<file path="src/rtl/rgb_triangle_pulse_generator_top_macros.svh">
// Assertion macros shared by the pulse generator RTL.
// Included by the controller and datapath; no other dependencies.
`ifndef RGB_TRIANGLE_PULSE_GENERATOR_TOP_MACROS_SVH
`define RGB_TRIANGLE_PULSE_GENERATOR_TOP_MACROS_SVH
`ifndef SYNTHESIS
`define RTPG_ASSERT(label, prop, msg) \
    label: assert property (@(posedge clk) disable iff (!rst_n) prop) else $error(msg);
`define RTPG_ASSERT_NEVER(label, expr, msg) \
    label: assert property (@(posedge clk) disable iff (!rst_n) !(expr)) else $error(msg);
`else
`define RTPG_ASSERT(label, prop, msg)
`define RTPG_ASSERT_NEVER(label, expr, msg)
`endif
`endif

</file>
<file path="src/rtl/rtpg_pkg.sv">
// Shared constants, types and codes for the RGB triangle pulse generator.
// No dependencies; used by rtpg_ctrl, rtpg_datapath and the top level.
package rtpg_pkg;

    localparam int INTERVAL_BITS = 24;
    localparam int STEP_BITS     = 16;

    localparam int PEAK_BITS     = 8;
    localparam int IVL_REG_BITS  = 24;
    localparam int TOTAL_BITS    = 16;
    localparam int LEVEL_BITS    = 8;
    localparam int NUM_COLORS    = 3;

    localparam int CFG_DATA_BITS = (IVL_REG_BITS > TOTAL_BITS) ?
                                   ((IVL_REG_BITS > PEAK_BITS) ? IVL_REG_BITS : PEAK_BITS) :
                                   ((TOTAL_BITS > PEAK_BITS) ? TOTAL_BITS : PEAK_BITS);
    localparam int CFG_IDX_BITS  = 3;

    // Compare widths wide enough for both operands.
    localparam int CNT_CMP_BITS  = (INTERVAL_BITS > IVL_REG_BITS) ? INTERVAL_BITS : IVL_REG_BITS;
    localparam int POS_CMP_BITS  = (STEP_BITS > TOTAL_BITS) ? STEP_BITS : TOTAL_BITS;
    localparam int PROD_BITS     = STEP_BITS + PEAK_BITS;
    localparam int DIV_BITS      = (PROD_BITS > TOTAL_BITS + LEVEL_BITS) ?
                                   PROD_BITS : TOTAL_BITS + LEVEL_BITS;
    localparam int DIV_STEPS     = LEVEL_BITS;
    localparam int DIV_CNT_BITS  = $clog2(DIV_STEPS);

    localparam int COLOR_RED     = 0;
    localparam int COLOR_GREEN   = 1;
    localparam int COLOR_BLUE    = 2;

    typedef enum logic [CFG_IDX_BITS-1:0] {
        CFG_RED_PEAK      = 3'd0,
        CFG_GREEN_PEAK    = 3'd1,
        CFG_BLUE_PEAK     = 3'd2,
        CFG_TICK_INTERVAL = 3'd3,
        CFG_STEP_TOTAL    = 3'd4
    } cfg_index_t;

    typedef enum logic [1:0] {
        ST_IDLE,
        ST_DIVIDE,
        ST_DELIVER
    } ctrl_state_t;

    typedef struct packed {
        logic take;
        logic fire;
        logic div_step;
        logic load_out;
    } dp_cmd_t;

    typedef struct packed {
        logic fire;
        logic div_last;
        logic out_free;
    } dp_status_t;

endpackage

</file>
<file path="src/rtl/rtpg_ctrl.sv">
// Controller state machine for the RGB triangle pulse generator.
// Depends on rtpg_pkg and the assertion macro header.
`include "rgb_triangle_pulse_generator_top_macros.svh"

module rtpg_ctrl (
    input  logic                 clk,
    input  logic                 rst_n,
    input  logic                 tick_valid,
    output logic                 tick_stall,
    input  rtpg_pkg::dp_status_t status,
    output rtpg_pkg::dp_cmd_t    cmd
);

    rtpg_pkg::ctrl_state_t state_reg;
    rtpg_pkg::ctrl_state_t state_next;

    always_ff @(posedge clk or negedge rst_n)
    begin
        if (!rst_n)
        begin
            state_reg <= rtpg_pkg::ST_IDLE;
        end
        else
        begin
            state_reg <= state_next;
        end
    end

    always_comb
    begin
        state_next   = state_reg;
        cmd          = '0;
        tick_stall   = 1'b1;
        unique case (state_reg)
            rtpg_pkg::ST_IDLE:
            begin
                tick_stall = 1'b0;
                cmd.take   = tick_valid;
                // A tick that does not fire needs no further work.
                if (tick_valid && status.fire)
                begin
                    cmd.fire   = 1'b1;
                    state_next = rtpg_pkg::ST_DIVIDE;
                end
            end
            rtpg_pkg::ST_DIVIDE:
            begin
                cmd.div_step = 1'b1;
                if (status.div_last)
                begin
                    state_next = rtpg_pkg::ST_DELIVER;
                end
            end
            rtpg_pkg::ST_DELIVER:
            begin
                if (status.out_free)
                begin
                    cmd.load_out = 1'b1;
                    state_next   = rtpg_pkg::ST_IDLE;
                end
            end
            default:
            begin
                state_next = rtpg_pkg::ST_IDLE;
            end
        endcase
    end

    `RTPG_ASSERT(a_fire_starts_divide, cmd.fire |=> state_reg == rtpg_pkg::ST_DIVIDE,
                 "firing tick did not start the divider")
    `RTPG_ASSERT(a_divide_ends, (state_reg == rtpg_pkg::ST_DIVIDE) && status.div_last |=>
                 state_reg == rtpg_pkg::ST_DELIVER, "divider did not hand over the result")
    `RTPG_ASSERT_NEVER(a_load_when_full, cmd.load_out && !status.out_free,
                       "result loaded over an item not yet taken")

endmodule

</file>
<file path="src/rtl/rtpg_datapath.sv">
// Datapath: configuration registers, prescaler, triangle step counter,
// three shift-subtract dividers and the output register. Depends on rtpg_pkg.
`include "rgb_triangle_pulse_generator_top_macros.svh"

module rtpg_datapath (
    input  logic                                 clk,
    input  logic                                 rst_n,
    input  logic                                 cfg_we,
    input  logic [rtpg_pkg::CFG_IDX_BITS-1:0]    cfg_index,
    input  logic [rtpg_pkg::CFG_DATA_BITS-1:0]   cfg_data,
    input  logic                                 tick,
    input  logic                                 level_stall,
    output logic                                 level_valid,
    output logic [rtpg_pkg::LEVEL_BITS-1:0]      red_level,
    output logic [rtpg_pkg::LEVEL_BITS-1:0]      green_level,
    output logic [rtpg_pkg::LEVEL_BITS-1:0]      blue_level,
    input  rtpg_pkg::dp_cmd_t                    cmd,
    output rtpg_pkg::dp_status_t                 status
);

    logic [rtpg_pkg::PEAK_BITS-1:0]     peak_reg [rtpg_pkg::NUM_COLORS];
    logic [rtpg_pkg::IVL_REG_BITS-1:0]  interval_reg;
    logic [rtpg_pkg::TOTAL_BITS-1:0]    total_reg;

    logic [rtpg_pkg::INTERVAL_BITS-1:0] tick_count_reg;
    logic [rtpg_pkg::INTERVAL_BITS-1:0] count_inc;
    logic [rtpg_pkg::STEP_BITS-1:0]     pos_reg;
    logic [rtpg_pkg::STEP_BITS-1:0]     pos_next;
    logic                               rising_reg;
    logic                               rising_next;

    logic [rtpg_pkg::DIV_CNT_BITS-1:0]  step_reg;
    logic [rtpg_pkg::DIV_BITS-1:0]      dsh_reg;
    logic [rtpg_pkg::DIV_BITS-1:0]      rem_reg  [rtpg_pkg::NUM_COLORS];
    logic [rtpg_pkg::LEVEL_BITS-1:0]    quo_reg  [rtpg_pkg::NUM_COLORS];
    logic                               sat_reg  [rtpg_pkg::NUM_COLORS];
    logic [rtpg_pkg::DIV_BITS-1:0]      sat_limit;

    logic                               out_valid_reg;
    logic [rtpg_pkg::LEVEL_BITS-1:0]    level_reg [rtpg_pkg::NUM_COLORS];

    // Prescaler: pre-incremented count against the interval.
    assign count_inc = tick_count_reg + rtpg_pkg::INTERVAL_BITS'(1);
    assign status.fire = tick &&
        (rtpg_pkg::CNT_CMP_BITS'(count_inc) >= rtpg_pkg::CNT_CMP_BITS'(interval_reg));
    assign status.div_last = (step_reg == '0);
    assign status.out_free = !out_valid_reg || !level_stall;

    // Direction turns down at or above the step total and up at zero.
    always_comb
    begin
        rising_next = rising_reg;
        if (rtpg_pkg::POS_CMP_BITS'(pos_reg) >= rtpg_pkg::POS_CMP_BITS'(total_reg))
        begin
            rising_next = 1'b0;
        end
        else if (pos_reg == '0)
        begin
            rising_next = 1'b1;
        end
        pos_next = rising_next ? pos_reg + rtpg_pkg::STEP_BITS'(1)
                               : pos_reg - rtpg_pkg::STEP_BITS'(1);
    end

    // A quotient of 256 or more shows as a product at or above total * 256.
    assign sat_limit = rtpg_pkg::DIV_BITS'({total_reg, rtpg_pkg::LEVEL_BITS'(0)});

    always_ff @(posedge clk or negedge rst_n)
    begin
        if (!rst_n)
        begin
            peak_reg[rtpg_pkg::COLOR_RED]   <= '1;
            peak_reg[rtpg_pkg::COLOR_GREEN] <= '1;
            peak_reg[rtpg_pkg::COLOR_BLUE]  <= '1;
            interval_reg   <= rtpg_pkg::IVL_REG_BITS'(1);
            total_reg      <= rtpg_pkg::TOTAL_BITS'(100);
            tick_count_reg <= '0;
            pos_reg        <= '0;
            rising_reg     <= 1'b1;
            step_reg       <= '0;
            out_valid_reg  <= 1'b0;
        end
        else
        begin
            if (cfg_we)
            begin
                unique case (cfg_index)
                    rtpg_pkg::CFG_RED_PEAK:
                        peak_reg[rtpg_pkg::COLOR_RED] <= cfg_data[rtpg_pkg::PEAK_BITS-1:0];
                    rtpg_pkg::CFG_GREEN_PEAK:
                        peak_reg[rtpg_pkg::COLOR_GREEN] <= cfg_data[rtpg_pkg::PEAK_BITS-1:0];
                    rtpg_pkg::CFG_BLUE_PEAK:
                        peak_reg[rtpg_pkg::COLOR_BLUE] <= cfg_data[rtpg_pkg::PEAK_BITS-1:0];
                    rtpg_pkg::CFG_TICK_INTERVAL:
                        interval_reg <= cfg_data[rtpg_pkg::IVL_REG_BITS-1:0];
                    rtpg_pkg::CFG_STEP_TOTAL:
                        total_reg <= cfg_data[rtpg_pkg::TOTAL_BITS-1:0];
                    default:
                    begin
                    end
                endcase
            end
            if (cmd.take && tick)
            begin
                tick_count_reg <= status.fire ? '0 : count_inc;
            end
            if (cmd.fire)
            begin
                rising_reg <= rising_next;
                pos_reg    <= pos_next;
                step_reg   <= rtpg_pkg::DIV_CNT_BITS'(rtpg_pkg::DIV_STEPS - 1);
            end
            else if (cmd.div_step)
            begin
                step_reg <= step_reg - rtpg_pkg::DIV_CNT_BITS'(1);
            end
            if (cmd.load_out)
            begin
                out_valid_reg <= 1'b1;
            end
            else if (!level_stall)
            begin
                out_valid_reg <= 1'b0;
            end
        end
    end

    // Dividers: products are captured from the position before it moves,
    // then one quotient bit per lane is resolved each cycle, MSB first.
    always_ff @(posedge clk)
    begin
        if (cmd.fire)
        begin
            dsh_reg <= rtpg_pkg::DIV_BITS'({total_reg, (rtpg_pkg::LEVEL_BITS-1)'(0)});
            for (int c = 0; c < rtpg_pkg::NUM_COLORS; c++)
            begin
                rem_reg[c] <= rtpg_pkg::DIV_BITS'(rtpg_pkg::PROD_BITS'(pos_reg) *
                                                  rtpg_pkg::PROD_BITS'(peak_reg[c]));
            end
        end
        else if (cmd.div_step)
        begin
            dsh_reg <= dsh_reg >> 1;
            for (int c = 0; c < rtpg_pkg::NUM_COLORS; c++)
            begin
                if (step_reg == rtpg_pkg::DIV_CNT_BITS'(rtpg_pkg::DIV_STEPS - 1))
                begin
                    sat_reg[c] <= (rem_reg[c] >= sat_limit);
                end
                if (rem_reg[c] >= dsh_reg)
                begin
                    rem_reg[c] <= rem_reg[c] - dsh_reg;
                    quo_reg[c] <= {quo_reg[c][rtpg_pkg::LEVEL_BITS-2:0], 1'b1};
                end
                else
                begin
                    quo_reg[c] <= {quo_reg[c][rtpg_pkg::LEVEL_BITS-2:0], 1'b0};
                end
            end
        end
        if (cmd.load_out)
        begin
            for (int c = 0; c < rtpg_pkg::NUM_COLORS; c++)
            begin
                if (total_reg == '0)
                begin
                    level_reg[c] <= '0;
                end
                else if (sat_reg[c])
                begin
                    level_reg[c] <= '1;
                end
                else
                begin
                    level_reg[c] <= quo_reg[c];
                end
            end
        end
    end

    assign level_valid = out_valid_reg;
    assign red_level   = level_reg[rtpg_pkg::COLOR_RED];
    assign green_level = level_reg[rtpg_pkg::COLOR_GREEN];
    assign blue_level  = level_reg[rtpg_pkg::COLOR_BLUE];

    `RTPG_ASSERT(a_pos_only_on_fire, !cmd.fire |=> $stable(pos_reg),
                 "step position moved without a firing")
    `RTPG_ASSERT(a_count_clears_on_fire, cmd.fire |=> tick_count_reg == '0,
                 "prescaler not cleared on firing")
    `RTPG_ASSERT(a_pos_moves_one, cmd.fire |=>
                 (pos_reg == $past(pos_reg) + rtpg_pkg::STEP_BITS'(1)) ||
                 (pos_reg == $past(pos_reg) - rtpg_pkg::STEP_BITS'(1)),
                 "step position did not move by one")

endmodule

</file>
<file path="src/rtl/rgb_triangle_pulse_generator_top.sv">
// RGB triangle pulse generator: a breathing-LED brightness source.
//
// Tick channel: tick_valid/tick_stall with the one-bit tick field. Each item
// with tick set advances a prescaler; when the count reaches tick_interval it
// clears and the block fires. Items with tick clear are taken and ignored.
// On a firing the step position walks a triangle 0..step_total..0 and one
// item leaves on the level channel (level_valid/level_stall) with each color
// equal to floor(position * peak / step_total), limited to 255 (0 if step_total is 0).
// A tick that does not fire is taken without a stall. A firing tick forms its
// products at the edge that takes it and then keeps tick_stall high while the
// per-color shift-subtract dividers resolve one quotient bit per cycle and
// until the output register is free to load. level_valid rises in the cycle
// after that load.
// The output register holds its item while level_stall is high; the next
// tick may already be taken, and a new firing waits only if the register
// is still full when its quotients are ready.
// Configuration: cfg_we writes cfg_data into register cfg_index (0..4); the user
// must do so only while the block is idle, which the block itself does not enforce.
// Reset restores all register defaults and clears prescaler, position and output valid.
// Depends on rtpg_pkg, rtpg_ctrl and rtpg_datapath.

module rgb_triangle_pulse_generator_top (
    input  logic                               clk,
    input  logic                               rst_n,
    input  logic                               cfg_we,
    input  logic [rtpg_pkg::CFG_IDX_BITS-1:0]  cfg_index,
    input  logic [rtpg_pkg::CFG_DATA_BITS-1:0] cfg_data,
    input  logic                               tick_valid,
    output logic                               tick_stall,
    input  logic                               tick,
    output logic                               level_valid,
    input  logic                               level_stall,
    output logic [rtpg_pkg::LEVEL_BITS-1:0]    red_level,
    output logic [rtpg_pkg::LEVEL_BITS-1:0]    green_level,
    output logic [rtpg_pkg::LEVEL_BITS-1:0]    blue_level
);

    rtpg_pkg::dp_cmd_t    cmd;
    rtpg_pkg::dp_status_t status;

    rtpg_ctrl u_ctrl (
        .clk        (clk),
        .rst_n      (rst_n),
        .tick_valid (tick_valid),
        .tick_stall (tick_stall),
        .status     (status),
        .cmd        (cmd)
    );

    rtpg_datapath u_datapath (
        .clk         (clk),
        .rst_n       (rst_n),
        .cfg_we      (cfg_we),
        .cfg_index   (cfg_index),
        .cfg_data    (cfg_data),
        .tick        (tick),
        .level_stall (level_stall),
        .level_valid (level_valid),
        .red_level   (red_level),
        .green_level (green_level),
        .blue_level  (blue_level),
        .cmd         (cmd),
        .status      (status)
    );

endmodule

</file>
<file path="config.mk">
export PLATFORM = sky130hd
export DESIGN_NAME = rgb_triangle_pulse_generator_top
export DESIGN_NICKNAME = d
export VERILOG_FILES = /design/src/rtl/rtpg_pkg.sv /design/src/rtl/rtpg_ctrl.sv /design/src/rtl/rtpg_datapath.sv /design/src/rtl/rgb_triangle_pulse_generator_top.sv
export VERILOG_INCLUDE_DIRS = /design/src /design/src/rtl
export SDC_FILE = /design/constraint.sdc
export NUM_CORES = 1
export LEC_CHECK = 0
export BUFFER_PORTS_ARGS = -buffer_cell sky130_fd_sc_hd__buf_2
export CORE_AREA = 2 2 259 261
export DETAILED_ROUTE_END_ITERATION = 8
export DIE_AREA = 0 0 261 263
export MAX_ROUTING_LAYER = met4
export SYNTH_ARGS = -nofsm -noshare
export SYNTH_HDL_FRONTEND = slang
export SYNTH_SLANG_ARGS = --single-unit
</file>
<file path="constraint.sdc">
create_clock -name clk -period 14.7 [get_ports clk]
set_input_delay 2.205 -clock clk [delete_from_list [all_inputs] [get_ports clk]]
set_output_delay 2.205 -clock clk [all_outputs]
set_load 0.01 [all_outputs]
</file>
==> results.md, run 1 <==
- Part of the Yosys area used for sequential elements: 0.2487
- Post-CTS Hold Fix Bufs: 0
- HPWL after DPL: 61.50 mm
- Post-synth cell types: 76
- Cells after Synth: just over 3000
- Most common cell in the netlist: inv_1
- Die Height: approximately 260 µm
- Main flop type after synthesis: edfxtp_1
- Ys Warns: 0
- Clock sinks: ~260
- GRT Residual Overflow: 0
- Stop stage: detailed routing
- Initial antenna violation count: 0
- GPL Wtd Cong: 0.9576
- Synth top area share: 0.1791
- I/O Buffers: 58
- Syn nets: 3674
- Htree depth: 1
- Site row count: 94
- Pin count of the biggest net entering global routing: a little under 90
- Die width: 261 µm
- Boundary Pins: 59
- EDFF count, synth: 138
- Largest area contributor in the netlist: fa_1
- Status: did not finish
- CTS Buf Count: 31
- Setup Fix Bufs, Post-CTS: 0
- Number of gates resized after cts: 0
- Clk buf depth: 3
- Post-Syn Area: 0.02862 mm²
- Gr usage total: 0.2477
- Top post-synthesis cells by area: fa_1 18%, edfxtp_1 14%, ha_1 13%
- Avg Cell Area, Syn: ~9.3 µm²
- Global-route wire length before repair: 129.0 mm
- Yosys reg bits: 257
- Initial core utilization: 0.4361
- Number of global-route vias before repair: roughly 23000
- Placed cells: 3915
- Error msg: [ERROR DRT-0255] Maze Route cannot find path of net clk in worker of routeBox ( 241500 0 ) ( 261000 48300 ).
- Synth top cells by count: 401 x inv_1, 335 x and2_1, 307 x ha_1, 256 x fa_1, 236 x nand2_1
- Post-synth ARST share: 0.4319
- Root buf cell: clkbuf_16
## cells by family after synthesis
kind of cell    Yosys count  synth area share
buf+inv                 508           0.06824
flops                   257            0.2487
mux                      62           0.02400
compound gates          584            0.1284
xor+xnor                142           0.04345
simple gates            962            0.1739
fa+ha+maj               563            0.3133
## through the flow
step	hold WS [ps]	area, µm²	setup slack (ps)
global placement	437.1	29730	8865
floorplan	427.5	28620	9523
CTS	452.8	30810	8766
detailed placement	442.9	29730	8790
global route	465.3	30810	8389
## layer usage
metal / global-route usage
met1: 0.3083
met2: 0.4178
met3: 0.02811
met4: 0.08338
met5: -
==> inputs of run 2 (changes only) <==
- CORE_AREA: 2 2 259 261 -> 2 2 318 320
- DIE_AREA: 0 0 261 263 -> 0 0 320 322
- MAX_ROUTING_LAYER: met4 -> default
- PLACE_DENSITY_LB_ADDON: default -> 0.15
==> run 2 against run 1 <==
Compared with the run above: the run now ends clean; area after synthesis unchanged; global-route usage decreased by 8.3 points; synthesized cell count unchanged.
==> results.md, run 2 <==
- P per Cell Area: 70.79 mW/mm²
- R2R Path End: u_datapath.rem_reg[0][45]
- EDFF count, synth: 138 (unchanged)
- Filler cells: 10466
- Clock sinks: 257 (unchanged)
- Post-Syn Area: 0.02862 mm² (unchanged)
- Drt drc: 0
- Status: finished, final reports clean
- Flop pwr share: 0.423
- Fin. max-slew vios: 0
- Initial core utilization: 0.2875 (-0.1487)
- Largest area contributor in the netlist: fa_1
- Part of the cycle the worst path needs: 0.4007
- Clock power share: 0.398
- Power, Total: approximately 2.2 mW
- Crit Path Max Fanout: 28
- Placed cells: 4355 (+11%)
- Synth top cells by count: 401 x inv_1, 335 x and2_1, 307 x ha_1, 256 x fa_1, 236 x nand2_1
- GPL Wtd Cong: 0.8403 (-12%)
- Setup-failing EPs final: 0
- Core Area: between 0.09 and 0.1 mm²
- Gr usage total: 0.1646 (-0.08313)
- Global-route wire length before repair: 132.1 mm (+2.4%)
- Worst EP arrival: 6190 ps
- Worst hold path endpoint: u_datapath.quo_reg[1][1]
- Main flop type after synthesis: edfxtp_1
- Met2 WL: about 36 mm
- I/O Buffers: 58 (unchanged)
- Final Hold Viols: 0
- Slew margin rel.: 0.2190
- Clk buf depth: 3 (unchanged)
- Share of cells above drive strength 1: 0.07717
- Comb pwr share: 0.179
- Switch Pwr: 710.0 µW
- Worst clock skew: 25.58 ps
- Net Sw Frac: 0.3184
- Setup TNS: 0 ps
- HPWL after DPL: 64.01 mm (+4.1%)
- Hold Crit Class: flip-flop to flip-flop
- Top sig layer: met4
- Worst hold stages: 0
- Root buf cell: clkbuf_16
- CTS tree: yes
- Internal power: between 1.5 and 2 mW
- Max reg flops: 72
- DR pass1 iterations: 5
- Post-synth cell types: 76 (unchanged)
- Met3 WL: about 3.4 mm
- Reg2Reg Launch Point: u_datapath.pos_reg[7]
- Reg clk slew, reported paths: 50 ps
- Most frequent cells in the layout: 401 x inv_1, 335 x and2_1, 307 x ha_1
- Post-layout min period: 5891 ps
- Post-synth ARST share: 0.4319 (unchanged)
- Post-CTS Hold Fix Bufs: 0 (unchanged)
- Cells after Synth: 3078 (unchanged)
- Met1 WL: 42.60 mm
- Via/cell ratio: 4.777
- Reg2Reg Setup Slack: 8810 ps
- Routed WL per cell: 18.91 µm
- Post-layout util: 0.3164
- CP Launch Type: flip-flop
- Antenna cells: 0
- Most common cell in the netlist: inv_1
- Die area: 0.1030 mm²
- Ys Warns: 0 (unchanged)
- Antenna-violating nets left: 0
- Crit path kind: flip-flop to flip-flop
- Htree depth: 2 (+1)
- Final worst setup slack: 8809 ps
- Peak VDD IR: 0.00006316 V
- Lkg Pwr: 14.96 nW
- Site row count: 116 (+23%)
- Top post-synthesis cells by area: fa_1 18%, edfxtp_1 14%, ha_1 13%
- Yosys reg bits: 257 (unchanged)
- Total via count in the routed design: 21118
- Non-Filler Instances: approximately 4400
- Number of global-route vias before repair: 21688 (-5.0%)
- Boundary Pins: 59 (unchanged)
- Area delta synth->final: 10.08%
- Post-DP Area: 0.03032 mm² (+2.0%)
- Syn nets: 3674 (unchanged)
- Fin area: 0.03151 mm²
- Die Height: 322 µm (+22%)
- GRT Residual Overflow: 0 (unchanged)
- Setup crit end kind: flip-flop
- Die width: 320 µm (+23%)
- Hold Path Origin: u_datapath.quo_reg[1][0]
- Nets@finish: 3691
- Setup WS pre-CTS: 8821 ps (+31.07 ps)
- Actual slew at the worst max-slew pin: 1169 ps
- Commonest non-fill, non-tap cell in the layout: inv_1
- Part of the Yosys area used for sequential elements: 0.2487 (unchanged)
- Drt total wl: between 80 and 90 mm
- Avg Cell Area, Syn: 9.299 µm² (unchanged)
- Max Clk Rate: ~170 MHz
- Worst R2R Path Depth: 17
- RSZ-0062 raised after global routing: false
- Pin count of the biggest net entering global routing: 91 (+2.2%)
- CTS Buf Count: 36 (+16%)
- Maxcap violations: 0
- Initial antenna violation count: 4 (+4)
- Synth top area share: 0.1791 (unchanged)
- Setup Fix Bufs, Post-CTS: 0 (unchanged)
- Req. time, crit path: about 15000 ps
- Skew-Pair Late Insertion Delay: 560 ps
- Hold WS: 444.7 ps
- Number of gates resized after cts: 0 (unchanged)
- Initial DRC Count: 1119
-- run 2: cell counts after synthesis --
Identical to the previous run, type by type.
-- run 2: critical path: stages (launching register included) --
cell and delay [ps]:
dfrtp_1 1060, and2_1 260, fa_1 450, fa_1 460
fa_1 520, inv_1 50, fa_1 490, inv_1 60
ha_1 330, a21o_1 170, a21oi_1 200, or3b_1 370
o221a_2 160, a211o_1 290, a21oi_1 240, a21oi_1 120
xor2_1 160, a22o_1 230
-- run 2: cell type report --
type	count	area, µm²	area share
clock inverters	16	190.2	0.006036
repair buffers	86	503.0	0.01596
clock buffers	50	993.5	0.03153
multi-input cells	2313	19570	0.6212
well taps	1298	1624	0.05155
inverters	401	1505	0.04777
flip-flops and latches	257	7118	0.2259
-- run 2: worst max path at each step --
stage                       startpoint                   endpoint  slack (ps)  depth (start not counted)
6_report         u_datapath.pos_reg[7]  u_datapath.rem_reg[0][45]        8810                         17
3_3_place_gp     u_datapath.pos_reg[6]  u_datapath.rem_reg[0][45]        8910                         17
3_5_place_dp     u_datapath.pos_reg[7]  u_datapath.rem_reg[0][45]        8820                         17
5_1_grt          u_datapath.pos_reg[3]  u_datapath.rem_reg[0][68]        8420                         18
2_1_floorplan  u_datapath.peak_reg[11]  u_datapath.rem_reg[0][45]        9520                         18
4_1_cts          u_datapath.pos_reg[7]  u_datapath.rem_reg[0][45]        8750                         17
-- run 2: metal layers --
layer	vias to the layer above	GRT usage
met5	-	0
met4	0	0.02692
met3	64	0.02075
met2	356	0.2606
met1	10342	0.2423
li1	10356	-
-- run 2: power groups by stage --
stage	Combinational (mW)	Clock (mW)	Sequential, mW
after floorplan	0.309	0	0.871
after global placement	0.405	0	0.958
after global routing	0.463	0.944	0.955
final	0.400	0.887	0.944
after detailed placement	0.402	0	0.958
after CTS	0.407	0.920	0.945
-- run 2: cell families after synthesis --
| group | count (synthesis) | synth area share |
|---|---|---|
| flops | 257 | 0.2487 |
| fa+ha+maj | 563 | 0.3133 |
| compound gates | 584 | 0.1284 |
| mux | 62 | 0.02400 |
| buf+inv | 508 | 0.06824 |
| xor+xnor | 142 | 0.04345 |
| simple gates | 962 | 0.1739 |
Note: power is estimated with default switching activity, not from simulation.
